### src/design/block_bitmap_allocator_core_assert.svh
// Assertion macros shared by the block bitmap allocator modules.
// Needs signals named clk and rst_n in the module that uses them.
`ifndef BLOCK_BITMAP_ALLOCATOR_CORE_ASSERT_SVH
`define BLOCK_BITMAP_ALLOCATOR_CORE_ASSERT_SVH
`ifndef SYNTHESIS
// Same-cycle implication.
`define BBA_ASSERT_IMP(lbl, ante, cons) \
  lbl: assert property (@(posedge clk) disable iff (!rst_n) (ante) |-> (cons)) \
    else $error("bba: same-cycle check failed");
// Next-cycle implication.
`define BBA_ASSERT_NXT(lbl, ante, cons) \
  lbl: assert property (@(posedge clk) disable iff (!rst_n) (ante) |=> (cons)) \
    else $error("bba: next-cycle check failed");
`else
`define BBA_ASSERT_IMP(lbl, ante, cons)
`define BBA_ASSERT_NXT(lbl, ante, cons)
`endif
`endif

### src/design/bba_pkg.sv
// Shared types and constants of the block bitmap allocator.
// No dependencies; the controller, datapath and top modules import it.
package bba_pkg;

  localparam int MAX_BLOCKS_DEF = 4096;
  localparam int BYTE_BITS      = 8;
  localparam int CNT_W          = 13;
  localparam int IDX_W          = 12;
  localparam int MODE_W         = 3;
  localparam int STAT_W         = 2;
  localparam int POS_W          = CNT_W - 3;
  localparam int TOT_W          = POS_W + 1;

  localparam logic [CNT_W-1:0] BLOCK_COUNT_RST = CNT_W'(4096);
  localparam logic [7:0]       BYTE_FULL       = 8'hFF;

  typedef enum logic [MODE_W-1:0] {
    MODE_QUERY     = 3'd0,
    MODE_MARK_USED = 3'd1,
    MODE_MARK_FREE = 3'd2,
    MODE_FIND      = 3'd3,
    MODE_CLEAR     = 3'd4
  } mode_t;

  localparam logic [STAT_W-1:0] STAT_OK        = 2'd0;
  localparam logic [STAT_W-1:0] STAT_EXHAUSTED = 2'd1;
  localparam logic [STAT_W-1:0] STAT_RANGE     = 2'd2;

  typedef struct packed {
    logic [MODE_W-1:0] mode;
    logic [IDX_W-1:0]  block_index;
  } in_item_t;

  typedef struct packed {
    logic              block_used;
    logic [IDX_W-1:0]  found_block;
    logic [STAT_W-1:0] status;
  } out_item_t;

  typedef enum logic [2:0] {
    S_INIT,
    S_IDLE,
    S_ACCESS,
    S_CLEAR,
    S_MOD,
    S_SCAN,
    S_RESULT
  } state_t;

  typedef struct packed {
    logic take;
    logic access;
    logic clr_run;
    logic mod_run;
    logic scan_run;
    logic emit;
  } cmd_t;

  typedef struct packed {
    logic dec_access;
    logic dec_clear;
    logic dec_find;
    logic map_none;
    logic need_mod;
    logic clr_last;
    logic mod_last;
    logic scan_hit;
    logic scan_miss;
    logic out_free;
  } sts_t;

endpackage

### src/design/bba_ram.sv
// Generic simple dual-port RAM with one write port and a registered read port.
// No dependencies.
module bba_ram #(
  parameter  int WIDTH = 8,
  parameter  int DEPTH = 512,
  localparam int AW    = (DEPTH > 1) ? $clog2(DEPTH) : 1
) (
  input  logic             clk,
  input  logic             wr_en,
  input  logic [AW-1:0]    wr_addr,
  input  logic [WIDTH-1:0] wr_data,
  input  logic             rd_en,
  input  logic [AW-1:0]    rd_addr,
  output logic [WIDTH-1:0] rd_data
);

  logic [WIDTH-1:0] mem_r [DEPTH];
  logic [WIDTH-1:0] rd_data_r;

  always_ff @(posedge clk) begin
    if (wr_en) begin
      mem_r[wr_addr] <= wr_data;
    end
    if (rd_en) begin
      rd_data_r <= mem_r[rd_addr];
    end
  end

  assign rd_data = rd_data_r;

endmodule

### src/design/bba_ctrl.sv
// Controller state machine of the block bitmap allocator.
// Depends on bba_pkg and the shared assertion macros.
`include "block_bitmap_allocator_core_assert.svh"

module bba_ctrl (
  input  logic          clk,
  input  logic          rst_n,
  input  logic          in_valid,
  output logic          in_ready,
  output bba_pkg::cmd_t cmd,
  input  bba_pkg::sts_t sts
);
  import bba_pkg::*;

  state_t state_r;
  state_t state_nxt;

  always_ff @(posedge clk) begin
    if (!rst_n) begin
      state_r <= S_INIT;
    end else begin
      state_r <= state_nxt;
    end
  end

  always_comb begin
    state_nxt = state_r;
    case (state_r)
      S_INIT: begin
        if (sts.clr_last) state_nxt = S_IDLE;
      end
      S_IDLE: begin
        if (in_valid) begin
          if (sts.dec_access) begin
            state_nxt = S_ACCESS;
          end else if (sts.dec_clear) begin
            state_nxt = S_CLEAR;
          end else if (sts.dec_find && !sts.map_none) begin
            state_nxt = sts.need_mod ? S_MOD : S_SCAN;
          end else begin
            state_nxt = S_RESULT;
          end
        end
      end
      S_ACCESS: state_nxt = S_RESULT;
      S_CLEAR: begin
        if (sts.clr_last) state_nxt = S_RESULT;
      end
      S_MOD: begin
        if (sts.mod_last) state_nxt = S_SCAN;
      end
      S_SCAN: begin
        if (sts.scan_hit || sts.scan_miss) state_nxt = S_RESULT;
      end
      S_RESULT: begin
        if (sts.out_free) state_nxt = S_IDLE;
      end
      default: state_nxt = S_INIT;
    endcase
  end

  always_comb begin
    cmd      = '0;
    in_ready = 1'b0;
    case (state_r)
      S_INIT:   cmd.clr_run = 1'b1;
      S_IDLE: begin
        in_ready = 1'b1;
        cmd.take = in_valid;
      end
      S_ACCESS: cmd.access   = 1'b1;
      S_CLEAR:  cmd.clr_run  = 1'b1;
      S_MOD:    cmd.mod_run  = 1'b1;
      S_SCAN:   cmd.scan_run = 1'b1;
      S_RESULT: cmd.emit     = sts.out_free;
      default:  cmd          = '0;
    endcase
  end

  `BBA_ASSERT_NXT(a_access_one_cycle, state_r == S_ACCESS, state_r == S_RESULT)
  `BBA_ASSERT_NXT(a_take_leaves_idle, cmd.take, state_r != S_IDLE)
  `BBA_ASSERT_IMP(a_ready_only_idle, in_ready, state_r == S_IDLE)

endmodule

### src/design/bba_dpath.sv
// Datapath of the block bitmap allocator: map RAM, hint, ring modulo, scan and output register.
// Depends on bba_pkg, bba_ram and the shared assertion macros.
`include "block_bitmap_allocator_core_assert.svh"

module bba_dpath #(
  parameter int MAX_BLOCKS = bba_pkg::MAX_BLOCKS_DEF
) (
  input  logic                        clk,
  input  logic                        rst_n,
  input  logic                        cfg_valid,
  input  logic [bba_pkg::CNT_W-1:0]   cfg_data,
  input  bba_pkg::in_item_t           in_data,
  input  logic                        out_ready,
  output logic                        out_valid,
  output bba_pkg::out_item_t          out_data,
  input  bba_pkg::cmd_t               cmd,
  output bba_pkg::sts_t               sts
);
  import bba_pkg::*;

  localparam int MAP_BYTES = (MAX_BLOCKS + BYTE_BITS - 1) / BYTE_BITS;
  localparam int AW        = (MAP_BYTES > 1) ? $clog2(MAP_BYTES) : 1;
  localparam int MODC_W    = $clog2(POS_W);

  // Configuration and persistent state.
  logic [CNT_W-1:0] cfg_r, cfg_nxt;
  logic [CNT_W-1:0] hint_r, hint_nxt;

  // Latched operation and pending result.
  logic [MODE_W-1:0] op_mode_r, op_mode_nxt;
  logic [IDX_W-1:0]  op_idx_r, op_idx_nxt;
  out_item_t         res_r, res_nxt;

  // Clear sweep, ring modulo and scan.
  logic [AW-1:0]     clr_cnt_r, clr_cnt_nxt;
  logic [POS_W-1:0]  dvd_r, dvd_nxt;
  logic [TOT_W-1:0]  rem_r, rem_nxt;
  logic [MODC_W-1:0] mod_cnt_r, mod_cnt_nxt;
  logic [POS_W-1:0]  scan_pos_r, scan_pos_nxt;
  logic [TOT_W-1:0]  issued_r, issued_nxt;
  logic [POS_W-1:0]  chk_pos_r, chk_pos_nxt;
  logic [TOT_W-1:0]  chk_cnt_r, chk_cnt_nxt;
  logic              chk_vld_r, chk_vld_nxt;

  // Output register.
  logic      out_valid_r, out_valid_nxt;
  out_item_t out_data_r, out_data_nxt;

  logic [CNT_W-1:0] n_w;
  logic [CNT_W:0]   n_up_w;
  logic [TOT_W-1:0] total_w;
  logic [POS_W-1:0] hint_pos_w;
  logic             in_range_w;
  logic             dec_access_w, dec_find_w, map_none_w;
  logic             issue_w;
  logic [7:0]       ram_rd_data;
  logic             ram_rd_en, ram_wr_en;
  logic [AW-1:0]    ram_rd_addr, ram_wr_addr;
  logic [7:0]       ram_wr_data;
  logic [7:0]       bit_mask_w, lim_mask_w, avail_w;
  logic [2:0]       bit_sel_w;
  logic [CNT_W-1:0] cand_w;
  logic             chk_last_w, hit_w, miss_w, clr_last_w, mod_last_w;
  logic [TOT_W:0]   mod_sh_w;
  logic [TOT_W-1:0] mod_rem_w;
  logic             is_mark_w;
  logic             out_free_w;

  // Effective block count saturates at the map capacity.
  assign n_w        = (32'(cfg_r) > 32'(MAX_BLOCKS)) ? CNT_W'(MAX_BLOCKS) : cfg_r;
  assign n_up_w     = {1'b0, n_w} + (CNT_W + 1)'(7);
  assign total_w    = n_up_w[CNT_W:3];
  assign hint_pos_w = hint_r[CNT_W-1:3];
  assign map_none_w = (total_w == '0);
  assign in_range_w = ({1'b0, in_data.block_index} < n_w);

  assign dec_find_w   = (in_data.mode == MODE_FIND);
  assign dec_access_w = in_range_w && ((in_data.mode == MODE_QUERY) ||
                                       (in_data.mode == MODE_MARK_USED) ||
                                       (in_data.mode == MODE_MARK_FREE));

  assign out_free_w = !out_valid_r || out_ready;

  // Restoring remainder step: one quotient bit per cycle.
  assign mod_sh_w   = {rem_r, dvd_r[POS_W-1]};
  assign mod_rem_w  = (mod_sh_w >= {1'b0, total_w}) ? TOT_W'(mod_sh_w - {1'b0, total_w})
                                                    : mod_sh_w[TOT_W-1:0];
  assign mod_last_w = (mod_cnt_r == MODC_W'(POS_W - 1));

  assign clr_last_w = (clr_cnt_r == AW'(MAP_BYTES - 1));

  // Scan issues one byte read per cycle and checks the byte read the cycle before.
  // The search fails once every byte of the ring has been checked, wherever it started.
  assign issue_w    = cmd.scan_run && (issued_r != total_w);
  assign chk_last_w = ({1'b0, chk_pos_r} == (total_w - TOT_W'(1)));
  assign lim_mask_w = (chk_last_w && (n_w[2:0] != 3'd0)) ? ~(BYTE_FULL << n_w[2:0]) : BYTE_FULL;
  assign avail_w    = ~ram_rd_data & lim_mask_w;
  assign hit_w      = cmd.scan_run && chk_vld_r && (avail_w != 8'h00);
  assign miss_w     = cmd.scan_run && chk_vld_r && !hit_w &&
                      (chk_cnt_r == (total_w - TOT_W'(1)));

  always_comb begin
    bit_sel_w = 3'd0;
    for (int i = 7; i >= 0; i--) begin
      if (avail_w[i]) bit_sel_w = 3'(i);
    end
  end

  assign cand_w = {chk_pos_r, bit_sel_w};

  assign is_mark_w  = (op_mode_r == MODE_MARK_USED) || (op_mode_r == MODE_MARK_FREE);
  assign bit_mask_w = 8'h01 << op_idx_r[2:0];

  // Map RAM ports.
  assign ram_rd_en   = (cmd.take && dec_access_w) || issue_w;
  assign ram_rd_addr = cmd.take ? AW'(in_data.block_index[IDX_W-1:3]) : AW'(scan_pos_r);
  assign ram_wr_en   = cmd.clr_run || (cmd.access && is_mark_w);
  assign ram_wr_addr = cmd.clr_run ? clr_cnt_r : AW'(op_idx_r[IDX_W-1:3]);
  assign ram_wr_data = cmd.clr_run ? 8'h00 :
                       (op_mode_r == MODE_MARK_USED) ? (ram_rd_data | bit_mask_w)
                                                     : (ram_rd_data & ~bit_mask_w);

  bba_ram #(
    .WIDTH (8),
    .DEPTH (MAP_BYTES)
  ) u_map (
    .clk     (clk),
    .wr_en   (ram_wr_en),
    .wr_addr (ram_wr_addr),
    .wr_data (ram_wr_data),
    .rd_en   (ram_rd_en),
    .rd_addr (ram_rd_addr),
    .rd_data (ram_rd_data)
  );

  always_comb begin
    cfg_nxt       = cfg_r;
    hint_nxt      = hint_r;
    op_mode_nxt   = op_mode_r;
    op_idx_nxt    = op_idx_r;
    res_nxt       = res_r;
    clr_cnt_nxt   = clr_cnt_r;
    dvd_nxt       = dvd_r;
    rem_nxt       = rem_r;
    mod_cnt_nxt   = mod_cnt_r;
    scan_pos_nxt  = scan_pos_r;
    issued_nxt    = issued_r;
    chk_pos_nxt   = chk_pos_r;
    chk_cnt_nxt   = chk_cnt_r;
    chk_vld_nxt   = chk_vld_r;
    out_valid_nxt = out_valid_r;
    out_data_nxt  = out_data_r;

    if (cfg_valid) cfg_nxt = cfg_data;

    if (cmd.take) begin
      op_mode_nxt = in_data.mode;
      op_idx_nxt  = in_data.block_index;
      res_nxt     = '0;
      if (((in_data.mode == MODE_QUERY) || (in_data.mode == MODE_MARK_USED) ||
           (in_data.mode == MODE_MARK_FREE)) && !in_range_w) begin
        res_nxt.status = STAT_RANGE;
      end else if (dec_find_w && map_none_w) begin
        res_nxt.status = STAT_EXHAUSTED;
      end
      dvd_nxt      = hint_pos_w;
      rem_nxt      = '0;
      mod_cnt_nxt  = '0;
      scan_pos_nxt = hint_pos_w;
      issued_nxt   = '0;
      chk_cnt_nxt  = '0;
      chk_vld_nxt  = 1'b0;
    end

    if (cmd.access && (op_mode_r == MODE_QUERY)) begin
      res_nxt.block_used = |(ram_rd_data & bit_mask_w);
    end

    if (cmd.clr_run) begin
      clr_cnt_nxt = clr_last_w ? '0 : clr_cnt_r + AW'(1);
    end

    if (cmd.mod_run) begin
      rem_nxt     = mod_rem_w;
      dvd_nxt     = {dvd_r[POS_W-2:0], 1'b0};
      mod_cnt_nxt = mod_cnt_r + MODC_W'(1);
      if (mod_last_w) scan_pos_nxt = mod_rem_w[POS_W-1:0];
    end

    if (cmd.scan_run) begin
      chk_vld_nxt = issue_w;
      if (issue_w) begin
        chk_pos_nxt  = scan_pos_r;
        issued_nxt   = issued_r + TOT_W'(1);
        scan_pos_nxt = ({1'b0, scan_pos_r} == (total_w - TOT_W'(1))) ? '0
                                                                      : scan_pos_r + POS_W'(1);
      end
      if (chk_vld_r) chk_cnt_nxt = chk_cnt_r + TOT_W'(1);
      if (hit_w) begin
        res_nxt.found_block = cand_w[IDX_W-1:0];
        hint_nxt            = cand_w + CNT_W'(1);
      end else if (miss_w) begin
        res_nxt.status = STAT_EXHAUSTED;
      end
    end

    if (cmd.emit) begin
      out_valid_nxt = 1'b1;
      out_data_nxt  = res_r;
    end else if (out_ready) begin
      out_valid_nxt = 1'b0;
    end
  end

  always_ff @(posedge clk) begin
    if (!rst_n) begin
      cfg_r       <= BLOCK_COUNT_RST;
      hint_r      <= '0;
      clr_cnt_r   <= '0;
      chk_vld_r   <= 1'b0;
      out_valid_r <= 1'b0;
    end else begin
      cfg_r       <= cfg_nxt;
      hint_r      <= hint_nxt;
      clr_cnt_r   <= clr_cnt_nxt;
      chk_vld_r   <= chk_vld_nxt;
      out_valid_r <= out_valid_nxt;
    end
  end

  always_ff @(posedge clk) begin
    op_mode_r  <= op_mode_nxt;
    op_idx_r   <= op_idx_nxt;
    res_r      <= res_nxt;
    dvd_r      <= dvd_nxt;
    rem_r      <= rem_nxt;
    mod_cnt_r  <= mod_cnt_nxt;
    scan_pos_r <= scan_pos_nxt;
    issued_r   <= issued_nxt;
    chk_pos_r  <= chk_pos_nxt;
    chk_cnt_r  <= chk_cnt_nxt;
    out_data_r <= out_data_nxt;
  end

  always_comb begin
    sts            = '0;
    sts.dec_access = dec_access_w;
    sts.dec_clear  = (in_data.mode == MODE_CLEAR);
    sts.dec_find   = dec_find_w;
    sts.map_none   = map_none_w;
    sts.need_mod   = ({1'b0, hint_pos_w} >= total_w);
    sts.clr_last   = clr_last_w;
    sts.mod_last   = mod_last_w;
    sts.scan_hit   = hit_w;
    sts.scan_miss  = miss_w;
    sts.out_free   = out_free_w;
  end

  assign out_valid = out_valid_r;
  assign out_data  = out_data_r;

  `BBA_ASSERT_IMP(a_found_in_range, hit_w, cand_w < n_w)
  `BBA_ASSERT_IMP(a_no_write_in_scan, cmd.scan_run, !ram_wr_en)
  `BBA_ASSERT_IMP(a_emit_when_free, cmd.emit, out_free_w)

endmodule

### src/design/block_bitmap_allocator_core.sv
// Block bitmap allocator: one used bit per block with a next-fit free-block search.
// Channels: input items (mode, block_index) on in_valid/in_ready, one result per item
// (block_used, found_block, status) on out_valid/out_ready, and a write-only block_count
// register on cfg_valid/cfg_ready, which is always ready; the user must see that it is
// written only while idle, as the block itself does not enforce this. One item is worked
// on at a time. A query or mark is a transfer in, one map RAM read, the result register,
// then the output register. An out-of-range index, an unused mode or a find with a zero
// block count skips the map and goes straight to the result register. Find reads one map
// byte per cycle through the RAM read port, from the hint around the ring, until a free
// bit turns up or every byte has been passed over; when the hint lies beyond the current
// ring, a ring remainder step runs first. Clear all writes one map byte per cycle. After
// reset the map's ceil(MAX_BLOCKS/8) bytes (512 by default) are swept to zero with in_ready
// low; the hint resets to zero and block_count to 4096. The output register lets the next
// item be taken while a result waits; when the receiver stalls, the finished result of
// that next item waits in the result register until the output register is free, and no
// further item is taken.
module block_bitmap_allocator_core #(
  parameter int MAX_BLOCKS = bba_pkg::MAX_BLOCKS_DEF
) (
  input  logic                      clk,
  input  logic                      rst_n,
  input  logic                      cfg_valid,
  output logic                      cfg_ready,
  input  logic [bba_pkg::CNT_W-1:0] cfg_data,
  input  logic                      in_valid,
  output logic                      in_ready,
  input  bba_pkg::in_item_t         in_data,
  output logic                      out_valid,
  input  logic                      out_ready,
  output bba_pkg::out_item_t        out_data
);
  import bba_pkg::*;

  cmd_t cmd;
  sts_t sts;

  assign cfg_ready = 1'b1;

  bba_ctrl u_ctrl (
    .clk      (clk),
    .rst_n    (rst_n),
    .in_valid (in_valid),
    .in_ready (in_ready),
    .cmd      (cmd),
    .sts      (sts)
  );

  bba_dpath #(
    .MAX_BLOCKS (MAX_BLOCKS)
  ) u_dpath (
    .clk       (clk),
    .rst_n     (rst_n),
    .cfg_valid (cfg_valid),
    .cfg_data  (cfg_data),
    .in_data   (in_data),
    .out_ready (out_ready),
    .out_valid (out_valid),
    .out_data  (out_data),
    .cmd       (cmd),
    .sts       (sts)
  );

endmodule
### config.mk
export PLATFORM = sky130hd
export DESIGN_NAME = block_bitmap_allocator_core
export DESIGN_NICKNAME = d
export VERILOG_FILES = /design/src/design/bba_pkg.sv /design/src/design/bba_ram.sv /design/src/design/bba_ctrl.sv /design/src/design/bba_dpath.sv /design/src/design/block_bitmap_allocator_core.sv
export VERILOG_INCLUDE_DIRS = /design/src /design/src/design
export SDC_FILE = /design/constraint.sdc
export NUM_CORES = 2
export LEC_CHECK = 0
export BUFFER_PORTS_ARGS = -buffer_cell sky130_fd_sc_hd__buf_4
export CAP_MARGIN = 20
export CORE_MARGIN = 5
export CORE_UTILIZATION = 45
export DETAILED_ROUTE_END_ITERATION = 12
export SLEW_MARGIN = 20
export SYNTH_ARGS = -nofsm -noshare
export SYNTH_HDL_FRONTEND = slang
export SYNTH_SLANG_ARGS = --single-unit
### constraint.sdc
create_clock -name clk -period 21.5 [get_ports clk]
set_input_delay 2.15 -clock clk [delete_from_list [all_inputs] [get_ports clk]]
set_output_delay 2.15 -clock clk [all_outputs]
set_load 0.005 [all_outputs]
==> qor.log <==
qor: status.run_status finished, final reports clean
qor: placed_design.gp_congestion 0.830
qor: placed_design.post-dp-hpwl 243,000 µm
qor: placed_design.placed_area 174,000 µm²
qor: pwr.power-per-cell-area 87.2 nW/µm²
qor: global_routing.gr-total-overflow 0
qor: cts.cts-root-to-sink-buffers 4
qor: pwr.p_comb_share 0.6%
qor: synth.netlist_area 168,000 µm²
qor: critical_path.reg2reg_slack 13,650 ps
qor: sta.finalSetupViolations 0
qor: floorplan.floorplan.die_area 386,000 µm²
qor: floorplan.io_pins 51
qor: pwr.psw 3.19 mW
qor: critical_path.critical_path_class primary input to flop
qor: global_routing.grt_pass1_vias 87,600
qor: synth.synth.mux.area_fraction 14.6%
qor: critical_path.cp-start-kind primary input
qor: route.route.final.wire_length 427,000 µm
qor: critical_path.arrival 9230 ps
qor: floorplan.placeableCoreArea 372,000 µm²
qor: synth.synth_simple_gate_area_share 6.03%
qor: cts.cts_h_tree_depth 5
qor: cells_and_area.finalNonFillerCells 14,400
qor: synth.adder_cell_share_of_the_synthesized_area 0.301%
qor: pwr.vdd_ir_drop_max 0.0786 mV
qor: hold_path.timing.hold.worst.start u_dpath.res_r[8]$_DFF_P_
qor: cts.worst_skew_pair.late_latency 990 ps
qor: global_routing.grt_antenna_before_repair 19
qor: floorplan.row_count 224
qor: sta.fin_worst_hold_slack 433 ps
qor: cts.post-cts-setup-buffer-count 0
qor: route.detail_route.iter0.violations 9,569
qor: sta.worst-slew-pin-transition 1230 ps
qor: floorplan.die_height 621 µm
qor: cts.ctsResizeCount 0
qor: critical_path.critical_path_required 22,210 ps
qor: synth.synth_async_sr_flop_share 0%
qor: route.drc_violations 0
qor: pwr.swShare 19.4%
qor: sta.max_clock_freq 117 MHz
qor: floorplan.die_width 621 µm
qor: pwr.power.share.clock 44.8%
qor: cells_and_area.nNetsFinal 9,122
qor: synth.synth_cell_type_count 90
qor: cts.clk_root_buffer_cell clkbuf_16
qor: synth.synth_enable_flop_cells 4,169
qor: route.final_antenna_net_count 0
qor: job.max_cap_violations 0
qor: cts.clock_sinks 4,253
qor: cells_and_area.final_design_area_no_fill 188,000 µm²
qor: placed_design.placedCellCount 13,600
qor: floorplan.starting_utilization_of_the_core_area 45.2%
qor: sta.min_period_over_period 39.6%
qor: cells_and_area.syn2layout_area_growth 12.0%
qor: critical_path.worst_r2r_endpoint u_dpath.u_map.rd_data[7]$_DFFE_PP_
qor: critical_path.worst_setup_path_end_kind flop
qor: sta.final_max_slew_viol_count 0
qor: synth.yosys_warnings 0
qor: synth.synthesis.instances 8,948
qor: sta.setup_tns_final 0 ps
qor: hold_path.min-delay-path-class flop to flop
qor: hold_path.min_delay_path_depth 0
qor: synth.syn_area_per_cell 18.8 µm²
qor: placed_design.port_buffers 49
qor: sta.worst_clock_skew 77.4 ps
qor: cts.cts_tree yes
qor: sta.grt_setup_unrepaired false
qor: route.routedWlPerCell 29.7 µm
qor: synth.synthXorXnorAreaFrac 0.423%
qor: hold_path.worstHoldEndpoint u_dpath.out_data[8]$_DFFE_PP_
qor: cts.cts_made_buffers 428
qor: route.vias_per_cell 6.00
qor: cts.path_clk_slew 60 ps
qor: critical_path.timing.critical_path.fanout_max 83
qor: global_routing.grt_first_pass_wirelength 621,000 µm
qor: sta.finalHoldViolations 0
qor: synth.yosysSeqAreaShare 75.5%
qor: global_routing.globalRouteTotalUtil 21.7%
qor: global_routing.pin_count_of_the_biggest_net_entering_global_routing 233
qor: critical_path.rr_startpoint u_ctrl.state_r[2]$_SDFFE_PN0P_
qor: sta.final.min_clock_period 8520 ps
qor: synth.dominant_combinational_cell_family_by_area_after_synthesis multiplexers
qor: route.vias 86,300
qor: pwr.power_report.internal_total 13.2 mW
qor: pwr.power_leakage 52.4 nW
qor: critical_path.critical_path.startpoint in_valid
qor: synth.most_used_flip_flop_cell_after_synthesis edfxtp_1
qor: cells_and_area.fillerInstances 29,800
qor: route.drt_pre_antenna_iters 6
qor: pwr.seqPwrFrac 54.7%
qor: cells_and_area.post_route_cells_drive_above_1_share 20.6%
qor: cts.cts-hold-fix-buffers 0
qor: critical_path.ff2ff_path_depth 17
qor: synth.synth-seq-cells 4,253
qor: sta.slew-limit-headroom 18.2%
qor: synth.synth_compound_gate_area_share 1.84%
[synth_stat cells, drive strengths merged, types with 19 or more instances]
cell    instances  share of area, %
nor2          593               1.3
xor2           35              0.18
nand2        1212               2.7
inv            30             0.067
o22ai          40              0.15
o21ai          65              0.19
a221oi         33              0.17
mux4         1026                14
mux2i         131              0.79
o221ai         48              0.25
buf           162              0.39
ha             38              0.28
a21oi          39              0.12
nand3b         19             0.087
nand3         368               1.1
xnor2          39              0.21
a32oi          35              0.18
clkbuf        380              0.85
dfxtp          84               1.0
edfxtp       4169                74
and3           78              0.29
and2           21             0.080
a31oi          77              0.29
[through the flow]
step	power (mW)	setup slack, ps	utilization (%)
finish	16.4	12980	50.6
global route	16.9	12220	50.6
CTS	16.5	12890	50.6
detailed placement	9.24	11880	46.9
global placement	9.24	11860	46.9
floorplan	9.19	3640	-
[cell type report]
cell class	count	area (µm²)	share of cell area [%]
well taps	4972	6220	3.30
clock buffers	523	11400	6.03
diodes	3	7.51	0.00399
clock inverters	253	2380	1.26
inverters	30	113	0.0598
repair buffers	213	1950	1.04
flip-flops and latches	4253	127000	67.4
multi-input cells	4124	39500	20.9
[routing by layer]
layer / GRT usage [%] / part of all wire (%) / up-vias
li1: - / - / 36100
met1: 31.2 / 42 / 46000
met2: 34.3 / 48 / 3537
met3: 4.11 / 8.0 / 651
met4: 5.77 / 2.8 / 20
met5: 0 / 0.037 / -
[cell usage in the layout (no fill, tap or decap), types with 50 or more instances in the layout]
cell type,Yosys,final
clkbuf_1,379,81
mux4_2,1026,1026
clkinv_2,0,81
mux2i_1,130,129
a31oi_1,77,77
and3_1,78,78
o21ai_0,50,50
edfxtp_1,4169,4169
buf_4,3,186
nor2_1,592,583
clkinv_1,0,97
nand3_1,368,368
dfxtp_1,84,84
clkbuf_16,0,442
nand2_1,1211,1195
[registers in the layout (all words and copies together) (netlist names)]
| signal | flops |
|---|---|
| u_dpath.u_map.rd_data | 8 |
| u_dpath.op_mode_r | 3 |
| u_dpath.hint_r | 10 |
| u_dpath.chk_pos_r | 10 |
| u_dpath.op_idx_r | 12 |
| u_dpath.clr_cnt_r | 9 |
| u_dpath.out_data | 15 |
| u_dpath.scan_pos_r | 10 |
| u_dpath.out_valid | 1 |
| u_dpath.chk_vld_r | 1 |
| u_dpath.dvd_r | 10 |
| u_dpath.rem_r | 11 |
| u_dpath.res_r | 15 |
| u_dpath.mod_cnt_r | 4 |
| u_dpath.cfg_r | 13 |
| u_dpath.issued_r | 11 |
| u_dpath.chk_cnt_r | 11 |
| u_ctrl.state_r | 3 |
| u_dpath.u_map.mem_r | 4096 |
[power by group through the flow]
stage | clock network [mW] | logic, mW | registers (mW)
floorplan | 0 | 0.0448 | 9.14
global placement | 0 | 0.0908 | 9.15
detailed placement | 0 | 0.0926 | 9.15
CTS | 7.46 | 0.0927 | 8.97
global route | 7.81 | 0.0974 | 8.97
finish | 7.35 | 0.0932 | 8.97
[worst max path at each step]
stage | slack [ps] | to
global placement | 11860 | u_dpath.u_map.rd_data[7]$_DFFE_PP_
global route | 12220 | u_dpath.u_map.rd_data[7]$_DFFE_PP_
CTS | 12890 | u_dpath.u_map.rd_data[0]$_DFFE_PP_
detailed placement | 11880 | u_dpath.u_map.rd_data[0]$_DFFE_PP_
finish | 12980 | u_dpath.u_map.rd_data[7]$_DFFE_PP_
floorplan | 3640 | u_dpath.u_map.mem_r[0][2]$_DFFE_PP_
[critical path: stages]
cell and delay, ps:
buf_4 100, nand4bb_2 460, nand2_1 250, a21boi_4 220, buf_12 450, buf_4 790
buf_12 490, buf_4 690, buf_4 760, mux4_2 590, mux2i_1 160, mux2i_1 120
a32oi_1 470, o221ai_1 500, a22oi_1 280, o221ai_1 150, mux2_2 300
[cell families after synthesis]
kind of cell	after synthesis
other	1
AOI/OAI and AO/OA	434
xor gates and xnor gates	76
adders and majority gates	40
DFF	4253
muxes	1172
and+or+nand+nor	2400
buffers and inverters	572
Power figures use the tool's default switching activity.
